## config.mk

```make
export PLATFORM = sky130hd
export DESIGN_NAME = fuzzy_membership_evaluator
export DESIGN_NICKNAME = d
export VERILOG_FILES = /design/src/design/fme_pkg.sv /design/src/design/fme_front.sv /design/src/design/fme_div_cell.sv /design/src/design/fuzzy_membership_evaluator.sv
export SDC_FILE = /design/constraint.sdc
export NUM_CORES = 2
export LEC_CHECK = 0
export BUFFER_PORTS_ARGS = -buffer_cell sky130_fd_sc_hd__buf_4
export CAP_MARGIN = 30
export CORE_MARGIN = 1
export CORE_UTILIZATION = 61
export DETAILED_ROUTE_END_ITERATION = 10
export PLACE_DENSITY = 0.77
export SYNTH_ARGS = -nofsm -noshare
export SYNTH_HDL_FRONTEND = slang
export SYNTH_HIERARCHICAL = 1
export SYNTH_SLANG_ARGS = --single-unit
```

## constraint.sdc

```tcl
create_clock -name clk -period 8.2 [get_ports clk]
set_input_delay 1.23 -clock clk [delete_from_list [all_inputs] [get_ports clk]]
set_output_delay 1.23 -clock clk [all_outputs]
set_load 0.01 [all_outputs]
```

## src/design/fme_pkg.sv

```systemverilog
// ----------------------------------------------------------------------------
// Fuzzy membership package
// Shape codes, register indexes and the control word that travels down
// the divider chain.
// ----------------------------------------------------------------------------
package fme_pkg;

  localparam logic [1:0] SHAPE_LEFT_SHOULDER  = 2'd0;
  localparam logic [1:0] SHAPE_RIGHT_SHOULDER = 2'd1;
  localparam logic [1:0] SHAPE_TRIANGLE       = 2'd2;
  localparam logic [1:0] SHAPE_TRAPEZOID      = 2'd3;

  localparam int CFG_INDEX_WIDTH = 3;
  localparam logic [CFG_INDEX_WIDTH-1:0] CFG_SHAPE_MODE   = 3'd0;
  localparam logic [CFG_INDEX_WIDTH-1:0] CFG_FIRST_POINT  = 3'd1;
  localparam logic [CFG_INDEX_WIDTH-1:0] CFG_SECOND_POINT = 3'd2;
  localparam logic [CFG_INDEX_WIDTH-1:0] CFG_THIRD_POINT  = 3'd3;
  localparam logic [CFG_INDEX_WIDTH-1:0] CFG_LAST_POINT   = 3'd4;

  // valid: the stage holds a request.
  // flat:  the degree is settled without the ramp division.
  // full:  with flat set, the degree is full membership, otherwise zero.
  typedef struct packed {
    logic valid;
    logic flat;
    logic full;
  } stage_ctl_t;

endpackage

```

## src/design/fme_front.sv

```systemverilog
// ----------------------------------------------------------------------------
// Fuzzy membership front stage
// Classifies the crisp value against the breakpoints and registers either a
// flat degree or the ramp distance and width for the divider chain.
// ----------------------------------------------------------------------------
module fme_front #(
  parameter int VALUE_WIDTH   = 16,
  parameter int FRACTION_BITS = 15
) (
  input  logic                          clk,
  input  logic                          rst_n,
  input  logic                          en,
  input  logic                          in_take,
  input  logic signed [VALUE_WIDTH-1:0] crisp,
  input  logic [1:0]                    shape_mode,
  input  logic signed [VALUE_WIDTH-1:0] first_point,
  input  logic signed [VALUE_WIDTH-1:0] second_point,
  input  logic signed [VALUE_WIDTH-1:0] third_point,
  input  logic signed [VALUE_WIDTH-1:0] last_point,
  output fme_pkg::stage_ctl_t           ctl_o,
  output logic [VALUE_WIDTH-1:0]        rem_o,
  output logic [VALUE_WIDTH-1:0]        width_o,
  output logic [FRACTION_BITS-1:0]      quo_o
);
  import fme_pkg::*;

  logic signed [VALUE_WIDTH:0] xe, se, pe, qe, ee;
  logic signed [VALUE_WIDTH:0] ramp_dist, span;
  logic                        flat, full;
  stage_ctl_t                  ctl_r, ctl_nxt;
  logic [VALUE_WIDTH-1:0]      rem_r, width_r;

  assign xe = {crisp[VALUE_WIDTH-1], crisp};
  assign se = {first_point[VALUE_WIDTH-1], first_point};
  assign pe = {second_point[VALUE_WIDTH-1], second_point};
  assign qe = {third_point[VALUE_WIDTH-1], third_point};
  assign ee = {last_point[VALUE_WIDTH-1], last_point};

  always_comb begin
    flat      = 1'b0;
    full      = 1'b0;
    ramp_dist = xe - se;
    span      = ee - se;
    case (shape_mode)
      SHAPE_LEFT_SHOULDER: begin
        ramp_dist = ee - xe;
        if (crisp <= first_point) begin
          flat = 1'b1;
          full = 1'b1;
        end else if (crisp >= last_point) begin
          flat = 1'b1;
        end
      end
      SHAPE_RIGHT_SHOULDER: begin
        if (crisp <= first_point) begin
          flat = 1'b1;
        end else if (crisp >= last_point) begin
          flat = 1'b1;
          full = 1'b1;
        end
      end
      SHAPE_TRIANGLE: begin
        if (crisp <= first_point || crisp >= last_point) begin
          flat = 1'b1;
        end else if (crisp == second_point) begin
          flat = 1'b1;
          full = 1'b1;
        end else if (crisp < second_point) begin
          span = pe - se;
        end else begin
          ramp_dist = ee - xe;
          span      = ee - pe;
        end
      end
      default: begin
        if (crisp <= first_point || crisp >= last_point) begin
          flat = 1'b1;
        end else if (crisp >= second_point && crisp <= third_point) begin
          flat = 1'b1;
          full = 1'b1;
        end else if (crisp < second_point) begin
          span = pe - se;
        end else begin
          ramp_dist = ee - xe;
          span      = ee - qe;
        end
      end
    endcase

    // A ramp with no positive width or distance gives zero; a distance at or
    // beyond the width saturates to full membership.
    if (!flat) begin
      if (span <= 0 || ramp_dist <= 0) begin
        flat = 1'b1;
        full = 1'b0;
      end else if (ramp_dist >= span) begin
        flat = 1'b1;
        full = 1'b1;
      end
    end

    ctl_nxt.valid = in_take;
    ctl_nxt.flat  = flat;
    ctl_nxt.full  = full;
  end

  always_ff @(posedge clk) begin
    if (!rst_n) begin
      ctl_r.valid <= 1'b0;
    end else if (en) begin
      ctl_r   <= ctl_nxt;
      rem_r   <= ramp_dist[VALUE_WIDTH-1:0];
      width_r <= span[VALUE_WIDTH-1:0];
    end
  end

  assign ctl_o   = ctl_r;
  assign rem_o   = rem_r;
  assign width_o = width_r;
  assign quo_o   = '0;

  a_ramp_width_nonzero: assert property (@(posedge clk) disable iff (!rst_n)
    (ctl_r.valid && !ctl_r.flat) |-> (width_r != '0 && rem_r < width_r))
    else $error("front stage passed a ramp with an unusable width");

endmodule

```

## src/design/fme_div_cell.sv

```systemverilog
// ----------------------------------------------------------------------------
// Fuzzy membership divider cell
// One restoring division step: doubles the partial remainder, subtracts the
// ramp width when it fits and shifts one quotient bit in.
// ----------------------------------------------------------------------------
module fme_div_cell #(
  parameter int VALUE_WIDTH   = 16,
  parameter int FRACTION_BITS = 15
) (
  input  logic                     clk,
  input  logic                     rst_n,
  input  logic                     en,
  input  fme_pkg::stage_ctl_t      ctl_i,
  input  logic [VALUE_WIDTH-1:0]   rem_i,
  input  logic [VALUE_WIDTH-1:0]   width_i,
  input  logic [FRACTION_BITS-1:0] quo_i,
  output fme_pkg::stage_ctl_t      ctl_o,
  output logic [VALUE_WIDTH-1:0]   rem_o,
  output logic [VALUE_WIDTH-1:0]   width_o,
  output logic [FRACTION_BITS-1:0] quo_o
);
  import fme_pkg::*;

  logic [VALUE_WIDTH:0]     rem_dbl, rem_sub;
  logic                     fits;
  stage_ctl_t               ctl_r;
  logic [VALUE_WIDTH-1:0]   rem_r, rem_nxt, width_r;
  logic [FRACTION_BITS-1:0] quo_r, quo_nxt;

  assign rem_dbl = {rem_i, 1'b0};
  assign rem_sub = rem_dbl - {1'b0, width_i};
  assign fits    = (rem_dbl >= {1'b0, width_i});
  assign rem_nxt = fits ? rem_sub[VALUE_WIDTH-1:0] : rem_dbl[VALUE_WIDTH-1:0];
  assign quo_nxt = {quo_i[FRACTION_BITS-2:0], fits};

  always_ff @(posedge clk) begin
    if (!rst_n) begin
      ctl_r.valid <= 1'b0;
    end else if (en) begin
      ctl_r   <= ctl_i;
      rem_r   <= rem_nxt;
      width_r <= width_i;
      quo_r   <= quo_nxt;
    end
  end

  assign ctl_o   = ctl_r;
  assign rem_o   = rem_r;
  assign width_o = width_r;
  assign quo_o   = quo_r;

  a_rem_below_width: assert property (@(posedge clk) disable iff (!rst_n)
    (ctl_r.valid && !ctl_r.flat) |-> (rem_r < width_r))
    else $error("divider remainder reached the ramp width");

endmodule

```

## src/design/fuzzy_membership_evaluator.sv

```systemverilog
// ----------------------------------------------------------------------------
// Fuzzy membership evaluator
// Returns the membership degree of a signed crisp value in a left shoulder,
// right shoulder, triangle or trapezoid shape given by four breakpoints.
// ----------------------------------------------------------------------------
//
//   Channel  Ports                                Direction  Carries
//   input    in_valid, in_stall, in_crisp_value   in         one crisp value
//   result   out_valid, out_stall, out_degree     out        one degree, Q1.15
//   config   cfg_we, cfg_index, cfg_wdata         in         register writes
//
// One request enters per clock while the chain advances, and its degree
// passes through one front stage, one divider cell per quotient bit, and
// the output register, in that order.
// Reset clears every valid flag and loads the register reset values.
// The whole chain advances together; it holds only while the output
// register is full and stalled, and in_stall reports exactly that.
//
module fuzzy_membership_evaluator #(
  parameter int VALUE_WIDTH   = 16,
  parameter int FRACTION_BITS = 15
) (
  input  logic                                    clk,
  input  logic                                    rst_n,
  input  logic                                    in_valid,
  output logic                                    in_stall,
  input  logic signed [VALUE_WIDTH-1:0]           in_crisp_value,
  output logic                                    out_valid,
  input  logic                                    out_stall,
  output logic [FRACTION_BITS:0]                  out_degree,
  input  logic                                    cfg_we,
  input  logic [fme_pkg::CFG_INDEX_WIDTH-1:0]     cfg_index,
  input  logic [VALUE_WIDTH-1:0]                  cfg_wdata
);
  import fme_pkg::*;

  localparam logic [FRACTION_BITS:0] FULL_DEGREE = {1'b1, {FRACTION_BITS{1'b0}}};

  // Configuration registers.
  logic [1:0]                    shape_mode_r;
  logic signed [VALUE_WIDTH-1:0] first_point_r, second_point_r;
  logic signed [VALUE_WIDTH-1:0] third_point_r, last_point_r;

  always_ff @(posedge clk) begin
    if (!rst_n) begin
      shape_mode_r   <= SHAPE_TRIANGLE;
      first_point_r  <= '0;
      second_point_r <= '0;
      third_point_r  <= '0;
      last_point_r   <= '0;
    end else if (cfg_we) begin
      case (cfg_index)
        CFG_SHAPE_MODE:   shape_mode_r   <= cfg_wdata[1:0];
        CFG_FIRST_POINT:  first_point_r  <= cfg_wdata;
        CFG_SECOND_POINT: second_point_r <= cfg_wdata;
        CFG_THIRD_POINT:  third_point_r  <= cfg_wdata;
        CFG_LAST_POINT:   last_point_r   <= cfg_wdata;
        default: ;
      endcase
    end
  end

  // The chain moves whenever the output register is empty or being taken.
  logic out_valid_r;
  logic advance;
  assign advance  = !out_valid_r || !out_stall;
  assign in_stall = !advance;

  // Stage links: index 0 is the front stage, index i+1 is divider cell i.
  stage_ctl_t               ctl_s   [0:FRACTION_BITS];
  logic [VALUE_WIDTH-1:0]   rem_s   [0:FRACTION_BITS];
  logic [VALUE_WIDTH-1:0]   width_s [0:FRACTION_BITS];
  logic [FRACTION_BITS-1:0] quo_s   [0:FRACTION_BITS];

  fme_front #(
    .VALUE_WIDTH   (VALUE_WIDTH),
    .FRACTION_BITS (FRACTION_BITS)
  ) u_front (
    .clk          (clk),
    .rst_n        (rst_n),
    .en           (advance),
    .in_take      (in_valid),
    .crisp        (in_crisp_value),
    .shape_mode   (shape_mode_r),
    .first_point  (first_point_r),
    .second_point (second_point_r),
    .third_point  (third_point_r),
    .last_point   (last_point_r),
    .ctl_o        (ctl_s[0]),
    .rem_o        (rem_s[0]),
    .width_o      (width_s[0]),
    .quo_o        (quo_s[0])
  );

  // Each cell resolves one quotient bit, most significant first.
  for (genvar i = 0; i < FRACTION_BITS; i++) begin : g_cell
    fme_div_cell #(
      .VALUE_WIDTH   (VALUE_WIDTH),
      .FRACTION_BITS (FRACTION_BITS)
    ) u_cell (
      .clk     (clk),
      .rst_n   (rst_n),
      .en      (advance),
      .ctl_i   (ctl_s[i]),
      .rem_i   (rem_s[i]),
      .width_i (width_s[i]),
      .quo_i   (quo_s[i]),
      .ctl_o   (ctl_s[i+1]),
      .rem_o   (rem_s[i+1]),
      .width_o (width_s[i+1]),
      .quo_o   (quo_s[i+1])
    );
  end

  // Output register. A flat degree is zero or full; a ramp degree is the
  // quotient, which stays below full membership by construction.
  stage_ctl_t             last_ctl;
  logic [FRACTION_BITS:0] out_degree_r, degree_nxt;

  assign last_ctl = ctl_s[FRACTION_BITS];

  always_comb begin
    if (last_ctl.flat) begin
      degree_nxt = last_ctl.full ? FULL_DEGREE : '0;
    end else begin
      degree_nxt = {1'b0, quo_s[FRACTION_BITS]};
    end
  end

  always_ff @(posedge clk) begin
    if (!rst_n) begin
      out_valid_r <= 1'b0;
    end else if (advance) begin
      out_valid_r  <= last_ctl.valid;
      out_degree_r <= degree_nxt;
    end
  end

  assign out_valid  = out_valid_r;
  assign out_degree = out_degree_r;

  a_degree_in_range: assert property (@(posedge clk) disable iff (!rst_n)
    out_valid_r |-> (out_degree_r <= FULL_DEGREE))
    else $error("membership degree above full membership");

  a_chain_delivers: assert property (@(posedge clk) disable iff (!rst_n)
    (advance && last_ctl.valid) |=> out_valid_r)
    else $error("request at the end of the chain was lost");

  a_reset_empties: assert property (@(posedge clk)
    !rst_n |=> !out_valid_r)
    else $error("result valid right after reset");

endmodule
```

==> flow_summary.toml <==
[outcome]
outcome = "finished, final reports clean"

[global_routing]
track_usage = 0.288
grt_pass1_vias = 31264
gr-total-overflow = 0
grt_max_degree = 80
grt_pass1_wl_um = 175000
antenna_found_initial = 0

[hold_path]
hp-start = "g_cell[6].u_cell/quo_o[4]"
hp-class = "reg2reg"

[timing]
grt_setup_unrepaired = "false"
fmax_ghz = 0.158
setup_tns_ps = 0
fin_skew_ps = 24.0
tightest_slew_ps = 846
min_period_over_period = 0.772
period_minus_slack_ps = 6330
hold_viol_final = 0
relSlewSlack = 0.433
setup_viol = 0
maxSlewViolCount = 0

[floorplanning]
rows = 100
ios = 58
start_util = 0.620
die_w_um = 278
core_sq_mm = 0.0748
die_h_um = 278
die_area_sq_mm = 0.0771

[power_and_ir_drop]
p_per_area_mw_per_mm2 = 337
p_comb_frac = 0.460
power_switching_w = 0.00608
p_sw_frac = 0.360
ir_drop_mv = 0.190
p_clk_frac = 0.201
power_w = 0.0169
p_int_w = 0.0108
static-leakage-power_nw = 20.3
pwr-share-seq = 0.339

[worst_setup_path]
crit_path_end_kind = "flop"
path_max_fanout = 10
worstPathArrival_ps = 6720
crit_path_start = "in_crisp_value[15]"
critPathLaunchType = "input pin"
regToRegStartpoint = "second_point_r[15]"
critical_path_class = "in2reg"
critPathRequiredTime_ps = 8590

[clock_network]
cts_buffer_depth = 3
post_cts_resized = 0
cts_tree = "yes"
cts_hold_buf = 0
path_clk_slew_ps = 60
h-tree-depth = 3
cts_buffers = 79
clock_latency_ps = 650
clockRootBuffer = "clkbuf_16"
cts.sinks = 731
post_cts_buffers = 0

[yosys]
ys.warnings.count = 6
synthCells = 4121
avgSynthCellArea_sq_um = 11.3
syn_area_sq_mm = 0.0464
synth_fp_nets = 4566

[detailed_routing]
via_count = 32239
drtIter0Drc = 2583
drt_wl_total_um = 112000
final_antenna_net_count = 0
wire_per_inst_um = 21.3
remaining_drc_errors = 0
vias_per_cell = 6.16
drt_first_pass_iters = 6

[cells_and_area]
layout.nets = 4649
drive_gt1_frac = 0.113
most-common-layout-cells = "edfxtp_1 (648), inv_1 (392), ha_1 (385), a21oi_1 (298), nand2_1 (218)"
fill_cells = 5622
n_antenna_cell = 0
area_growth_pct = 8.20
final_common_cell = "edfxtp_1"

[job]
drv_cap = 0

[placement]
numPortBuffers = 57
gp_congestion = 1.00
dpl.hpwl_um = 84700
stage by stage:
| stage | area (sq um) | hold WS, ps | util | setup slack [ps] | cells |
|---|---|---|---|---|---|
| floorplan | 46400 | 400 | - | 2120 | 4121 |
| global placement | 47500 | 400 | 0.635 | 1410 | 5082 |
| detailed placement | 47600 | 405 | 0.637 | 1300 | 5088 |
| CTS | 50100 | 405 | 0.670 | 1960 | 5233 |
| global route | 50200 | 419 | 0.671 | 1520 | 5237 |
| finish | 50200 | 397 | 0.671 | 1870 | 5237 |
routing by layer:
layer	part of all wire	global-route usage	vias up
li1	-	-	15574
met2	0.47	0.476	954
met5	0	0	-
met1	0.44	0.386	15497
met4	0.038	0.109	0
met3	0.053	0.0371	214
registers in the layout (all words and copies together) (netlist names), 2 cells and up:
register and cells:
first_point_r 16, g_cell.u_cell/ctl_o 45, g_cell.u_cell/quo_o 120, g_cell.u_cell/rem_o 224, g_cell.u_cell/width_o 224, last_point_r 16, out_degree 16, second_point_r 16
shape_mode_r 2, third_point_r 16, u_front/ctl_o 3, u_front/rem_o 16, u_front/width_o 16
cell type report:
cell class | instances | area, sq um | area share
Clock buffer | 104 | 2140 | 0.0427
Clock inverter | 41 | 319 | 0.00636
Sequential cell | 731 | 21100 | 0.421
Tap cell | 969 | 1210 | 0.0242
Inverter | 393 | 1480 | 0.0294
Multi-Input combinational cell | 2914 | 23100 | 0.461
Timing Repair Buffer | 85 | 771 | 0.0154
critical path, cell delays in order:
cell and delay, ps:
buf_4 140, ha_1 320, nand4_1 180, or4_1 600, a21oi_1 160, nand4b_1 130
o211a_1 430, nand3_1 300, a31o_2 330, a221oi_1 430, ha_1 330, nor2b_1 130
o21a_1 160, o21a_1 160, o21ai_0 140, a21oi_1 100, o31a_1 240, o21a_1 170
o21ai_0 150, a21oi_1 90, o31a_1 280, o22ai_1 150, or3b_1 360
power by group through the flow:
stage	registers [W]	clock network, W	logic [W]
floorplan	0.00557	0	0.00630
global placement	0.00577	0	0.00743
detailed placement	0.00579	0	0.00760
CTS	0.00572	0.00346	0.00769
global route	0.00579	0.00359	0.00848
finish	0.00572	0.00340	0.00777
final timing paths:
check                              endpoint  slack, ps  cells past startpoint
setup / recovery           u_front/ctl_o[1]       1870                     23
hold / removal    g_cell[7].u_cell/quo_o[5]        400                      0
setup reg to reg           u_front/ctl_o[1]       2120                     23
hold reg to reg   g_cell[7].u_cell/quo_o[5]        400                      0
Note: power is estimated with default switching activity, not from simulation.
